**src/hdl/rbs_pkg.sv**
```systemverilog
// Shared constants for the ray / box slab intersection block.
// No dependencies; compile first.
package rbs_pkg;

	// Default coordinate format: signed Q16.16
	localparam int COORD_WIDTH_DEF = 32;
	localparam int FRAC_BITS_DEF   = 16;

endpackage

```
**src/hdl/rbs_mul_sat.sv**
```systemverilog
// Three-stage saturating fixed-point multiplier, (a*b) >> F on magnitudes.
// Depends on rbs_pkg for default widths; stalls on the shared enable.
module rbs_mul_sat #(
	parameter int W      = rbs_pkg::COORD_WIDTH_DEF,
	parameter int F      = rbs_pkg::FRAC_BITS_DEF,
	parameter int AW     = W + 1,
	parameter int LANES  = 1,
	parameter int SIDE_W = 1
) (
	input  logic                 clk,
	input  logic                 arst_n,
	input  logic                 en,
	input  logic                 in_vld,
	input  logic signed [AW-1:0] a [LANES],
	input  logic signed [W-1:0]  b [LANES],
	input  logic [SIDE_W-1:0]    in_side,
	output logic                 out_vld,
	output logic signed [W-1:0]  p [LANES],
	output logic [SIDE_W-1:0]    out_side
);
	localparam int HA = (AW + 1) / 2;
	localparam int LA = AW - HA;
	localparam int HB = (W + 1) / 2;
	localparam int LB = W - HB;
	localparam int PW = AW + W;
	localparam int MW = PW - F;
	localparam logic signed [W-1:0] CMAX = {1'b0, {(W-1){1'b1}}};
	localparam logic signed [W-1:0] CMIN = {1'b1, {(W-1){1'b0}}};
	localparam logic [MW-1:0] CMAX_M = MW'({1'b0, {(W-1){1'b1}}});
	localparam logic [MW-1:0] HALF_M = MW'(1) << (W-1);

	logic [AW-1:0]      ma_s1 [LANES];
	logic [W-1:0]       mb_s1 [LANES];
	logic [LANES-1:0]   neg_s1;
	logic               vld_s1;
	logic [SIDE_W-1:0]  side_s1;

	logic [HA+HB-1:0]   pll_s2 [LANES];
	logic [HA+LB-1:0]   plh_s2 [LANES];
	logic [LA+HB-1:0]   phl_s2 [LANES];
	logic [LA+LB-1:0]   phh_s2 [LANES];
	logic [LANES-1:0]   neg_s2;
	logic               vld_s2;
	logic [SIDE_W-1:0]  side_s2;

	logic signed [W-1:0] p_s3 [LANES];
	logic                vld_s3;
	logic [SIDE_W-1:0]   side_s3;
	logic signed [W-1:0] p_d  [LANES];

	always_ff @(posedge clk or negedge arst_n) begin
		if (!arst_n) begin
			vld_s1 <= 1'b0;
			vld_s2 <= 1'b0;
			vld_s3 <= 1'b0;
		end else if (en) begin
			vld_s1 <= in_vld;
			vld_s2 <= vld_s1;
			vld_s3 <= vld_s2;
		end
	end

	// magnitudes, then partial products
	always_ff @(posedge clk) begin
		if (en) begin
			for (int l = 0; l < LANES; l++) begin
				ma_s1[l]  <= a[l][AW-1] ? AW'(-a[l]) : AW'(a[l]);
				mb_s1[l]  <= b[l][W-1] ? W'(-b[l]) : W'(b[l]);
				neg_s1[l] <= a[l][AW-1] ^ b[l][W-1];
				pll_s2[l] <= ma_s1[l][HA-1:0] * mb_s1[l][HB-1:0];
				plh_s2[l] <= ma_s1[l][HA-1:0] * mb_s1[l][W-1:HB];
				phl_s2[l] <= ma_s1[l][AW-1:HA] * mb_s1[l][HB-1:0];
				phh_s2[l] <= ma_s1[l][AW-1:HA] * mb_s1[l][W-1:HB];
			end
			neg_s2  <= neg_s1;
			side_s1 <= in_side;
			side_s2 <= side_s1;
		end
	end

	// sum, drop fraction, saturate
	always_comb begin
		logic [PW-1:0] full;
		logic [MW-1:0] m;
		logic [MW-1:0] nm;
		for (int l = 0; l < LANES; l++) begin
			full = PW'(pll_s2[l]) + (PW'(plh_s2[l]) << HB) + (PW'(phl_s2[l]) << HA)
				+ (PW'(phh_s2[l]) << (HA + HB));
			m  = full[PW-1:F];
			nm = -m;
			if (neg_s2[l]) begin
				p_d[l] = (m > HALF_M) ? CMIN : nm[W-1:0];
			end else begin
				p_d[l] = (m > CMAX_M) ? CMAX : m[W-1:0];
			end
		end
	end

	always_ff @(posedge clk) begin
		if (en) begin
			p_s3    <= p_d;
			side_s3 <= side_s2;
		end
	end

	assign out_vld  = vld_s3;
	assign p        = p_s3;
	assign out_side = side_s3;

endmodule

```
**config.mk**
```make
export PLATFORM = sky130hd
export DESIGN_NAME = rbs_mul_sat
export DESIGN_NICKNAME = d
export VERILOG_FILES = /design/src/hdl/rbs_pkg.sv /design/src/hdl/rbs_mul_sat.sv
export SDC_FILE = /design/constraint.sdc
export NUM_CORES = 2
export LEC_CHECK = 0
export ABC_AREA = 1
export BUFFER_PORTS_ARGS = -buffer_cell sky130_fd_sc_hd__clkbuf_2
export CAP_MARGIN = 20
export CORE_MARGIN = 2
export CORE_UTILIZATION = 60
export DETAILED_ROUTE_END_ITERATION = 10
export HOLD_SLACK_MARGIN = 0.08
export PLACE_DENSITY = 0.74
export SYNTH_ARGS = -nofsm -noshare
export SYNTH_HDL_FRONTEND = slang
export SYNTH_SLANG_ARGS = --single-unit
```
**constraint.sdc**
```tcl
create_clock -name clk -period 17.3 [get_ports clk]
set_clock_uncertainty 0.05 [all_clocks]
set_input_delay 3.46 -clock clk [delete_from_list [all_inputs] [get_ports clk]]
set_output_delay 3.46 -clock clk [all_outputs]
set_load 0.005 [all_outputs]
```
==> insert_results.sql <==
INSERT INTO impl_metrics (metric_group, metric, value, unit) VALUES
('placed_design', 'dp.final_hpwl', '107', 'mm'),
('route', 'remaining_drc_errors', '0', ''),
('worst_setup_path', 'critical_path_peak_fanout', '25', ''),
('sta', 'max_clock_freq', '146', 'MHz'),
('placed_design', 'io_buffers', '103', ''),
('sta', 'setup_violation_total_in_the_final_timing_report', '0', ''),
('sta', 'final_max_slew_viol_count', '0', ''),
('finish', 'areaGrowthSynthToFinish', '4.93', '%'),
('placed_design', 'dpl_cell_area', '51400', 'µm²'),
('clocking', 'cts.repair_timing.setup_buffer_count', '0', ''),
('sta', 'hold_violations', '0', ''),
('synthesis', 'post_synth.cell_area_avg', '7.75', 'µm²'),
('route', 'totalWireLength', '137', 'mm'),
('outcome', 'outcome', 'complete, no violations', ''),
('global_routing', 'global_route_wire_length_before_repair', '223', 'mm'),
('sta', 'setup_tns_final', '0', 'ps'),
('clocking', 'inserted_clock_buffers', '29', ''),
('clocking', 'cts-root-to-sink-buffers', '3', ''),
('finish', 'final_core_density', '63.7', '%'),
('clocking', 'cts_htree_levels', '1', ''),
('worst_setup_path', 'timing.critical_path.to_type', 'register', ''),
('route', 'drt-pass1-iter-count', '6', ''),
('route', 'wl_per_cell', '18.3', 'µm'),
('worst_setup_path', 'criticalPathCategory', 'reg2reg', ''),
('global_routing', 'largest_net_degree_at_the_start_of_global_routing', '86', ''),
('clocking', 'cts_sinks', '219', ''),
('clocking', 'clock_tree_from_tritoncts', 'yes', ''),
('run', 'maxCapViolCount', '0', ''),
('synthesis', 'syn-instance-count', '6448', ''),
('synthesis', 'postSynthNetCount', '7807', ''),
('sta', 'final.hold.worst_slack', '369', 'ps'),
('synthesis', 'yosys.area.top_type_share', '33.5', '%'),
('synthesis', 'synth_enable_flop_cells', '216', ''),
('synthesis', 'mappedNetlistArea', '50000', 'µm²'),
('route', 'vias', '40500', ''),
('worst_setup_path', 'arrival', '7120', 'ps'),
('sta', 'min_period_over_period', '39.5', '%'),
('route', 'via_per_inst', '5.40', ''),
('floorplan', 'dieArea', '85600', 'µm²'),
('global_routing', 'grt_util_all_layers', '33.1', '%'),
('clocking', 'ctsRootBufferMaster', 'clkbuf_16', ''),
('floorplan', 'ios', '104', ''),
('clocking', 'postCtsHoldBufs', '0', ''),
('global_routing', 'number_of_global_route_vias_before_repair', '42300', ''),
('sta', 'maxSlewHeadroom', '33.4', '%'),
('worst_setup_path', 'timing.critical_path.from_type', 'register', ''),
('finish', 'drive_gt1_share', '5.43', '%'),
('floorplan', 'floorplan.rows', '105', ''),
('hold_path', 'min_path_type', 'reg2reg', ''),
('worst_setup_path', 'cp.required', '17590', 'ps'),
('floorplan', 'design.core.area', '82200', 'µm²'),
('floorplan', 'die_height', '293', 'µm'),
('floorplan', 'chipWidth', '293', 'µm'),
('route', 'drt-initial-drc-count', '3463', ''),
('synthesis', 'synth_flop_cell', 'edfxtp_1', ''),
('floorplan', 'initial_standard_cell_utilization_of_the_core', '60.7', '%'),
('route', 'drtAntennaViolNets', '0', ''),
('global_routing', 'number_of_antenna_violations_at_the_first_check_in_global_routing', '4', ''),
('clocking', 'clock_insertion_delay_worst_skew', '620', 'ps'),
('synthesis', 'synth_area_leader_cell', 'fa_1', ''),
('clocking', 'cts_repair_resize_count', '0', ''),
('synthesis', 'synth_top_cells_by_area', 'fa_1 (34%), nand2_1 (13%), inv_1 (13%)', ''),
('synthesis', 'synth-seq-cells', '219', ''),
('synthesis', 'synth.yosys.warnings', '0', ''),
('synthesis', 'async_flop_share', '1.37', '%'),
('synthesis', 'synth.distinct_cells', '54', ''),
('finish', 'postLayoutCellArea', '52400', 'µm²'),
('placed_design', 'gp_congestion', '0.987', ''),
('global_routing', 'global_route.overflow_total', '0', ''),
('finish', 'n_fill_cell', '7250', ''),
('sta', 'max_slew.worst_pin.slew', '998', 'ps'),
('finish', 'nets', '7768', ''),
('sta', 'rsz_0062_raised_after_global_routing', 'no', ''),
('sta', 'fin_crit', '6830', 'ps'),
('clocking', 'worst_setup_hold_path_clk_slew', '60', 'ps'),
('synthesis', 'seq_area_frac_synth', '13.1', '%');
[synth_stat cells, types with 11 or more instances]
cell type,instances
a21o_1,11
a21oi_1,170
a31oi_1,20
clkbuf_1,233
edfxtp_1,216
fa_1,836
ha_1,453
inv_1,1755
inv_2,16
nand2_1,1783
nand2_2,37
nand3_1,142
nand3_2,31
nand3b_1,12
nand4_1,53
nor2_1,245
nor2_2,28
nor3_1,48
nor4_1,14
o21ai_0,90
xnor2_1,54
xor2_1,118
[worst max-delay path, stage by stage, from the launching register on]
cell and delay (ps):
edfxtp_1 640, buf_4 430, nand2_1 140, fa_1 540
fa_1 530, fa_1 510, inv_1 50, fa_1 450
fa_1 510, inv_1 50, fa_1 470, inv_1 40
ha_1 350, a21oi_1 280, o21ai_0 120, a21oi_1 350
o21ai_0 210, a21boi_1 290, o21bai_1 190, nand2_1 90
nand2_1 70, xor2_1 160
[logic make-up (layout without fill, tap and decap cells)]
family | Yosys count | after routing | share of synthesized area [%]
AND/OR/NAND/NOR | 2412 | 2412 | 20.0
buffers and inverters | 2015 | 1997 | 15.2
adder cells (fa/ha/maj) | 1289 | 1289 | 44.8
AO/OA/AOI/OAI | 340 | 340 | 3.78
flip-flops | 219 | 219 | 13.1
XOR/XNOR | 172 | 172 | 3.02
multiplexers | 1 | 1 | 0.0225
other | 0 | 1 | 0
[per-layer routing]
| layer | part of all wire [%] | GRT usage [%] |
|---|---|---|
| met1 | 40 | 44.0 |
| met4 | 4.0 | 11.5 |
| met3 | 9.8 | 6.74 |
| met5 | 0.020 | 0 |
| met2 | 46 | 54.2 |
[metrics by stage]
stage	cells	setup slack, ps
after CTS	7500	10550
after global placement	7448	10560
final	7501	10470
after detailed placement	7448	10510
after floorplan	6448	11300
after global routing	7500	10110
[cell type report]
| type | count | area [µm²] | area share, % |
|---|---|---|---|
| antenna | 1 | 2.50 | 0.00477 |
| clock buffer | 29 | 726 | 1.38 |
| clock inverter | 23 | 302 | 0.575 |
| inverter | 1772 | 6650 | 12.7 |
| multi-input combinational | 4214 | 35800 | 68.3 |
| sequential | 219 | 6560 | 12.5 |
| tap | 1070 | 1340 | 2.55 |
| timing repair buffer | 173 | 1050 | 2.01 |
[worst paths after layout]
kind / startpoint / to / depth (start not counted) / slack, ps
setup reg to reg: ma_s1[0][29] / phh_s2[0][25] / 21 / 10470
hold / removal: side_s2 / out_side / 0 / 370
setup / recovery: ma_s1[0][29] / phh_s2[0][25] / 21 / 10470
min in group asynchronous: arst_n / out_vld / 1 / 2580
hold reg to reg: side_s2 / out_side / 0 / 370
max in group asynchronous: arst_n / vld_s1 / 1 / 14510
[cell usage in the layout (no fill, tap or decap), types with 70 or more instances in the layout]
master	n
nand3_1	142
inv_1	1755
nor2_1	245
fa_1	836
a21oi_1	170
buf_4	70
xor2_1	118
nand2_1	1783
o21ai_0	90
ha_1	453
clkbuf_2	102
edfxtp_1	216
[flip-flops by register name, summed over array words and instances, names as in the netlist]
signal    cells
vld_s2        1
p            32
out_side      1
vld_s1        1
phl_s2       32
neg_s2        1
pll_s2       17
neg_s1        1
side_s1       1
mb_s1        32
out_vld       1
side_s2       1
phh_s2       32
plh_s2       33
ma_s1        33
Power is left out: the tool's default activity adds up to more than one toggle a clock period on the data nets, which glitch-free logic cannot reach.
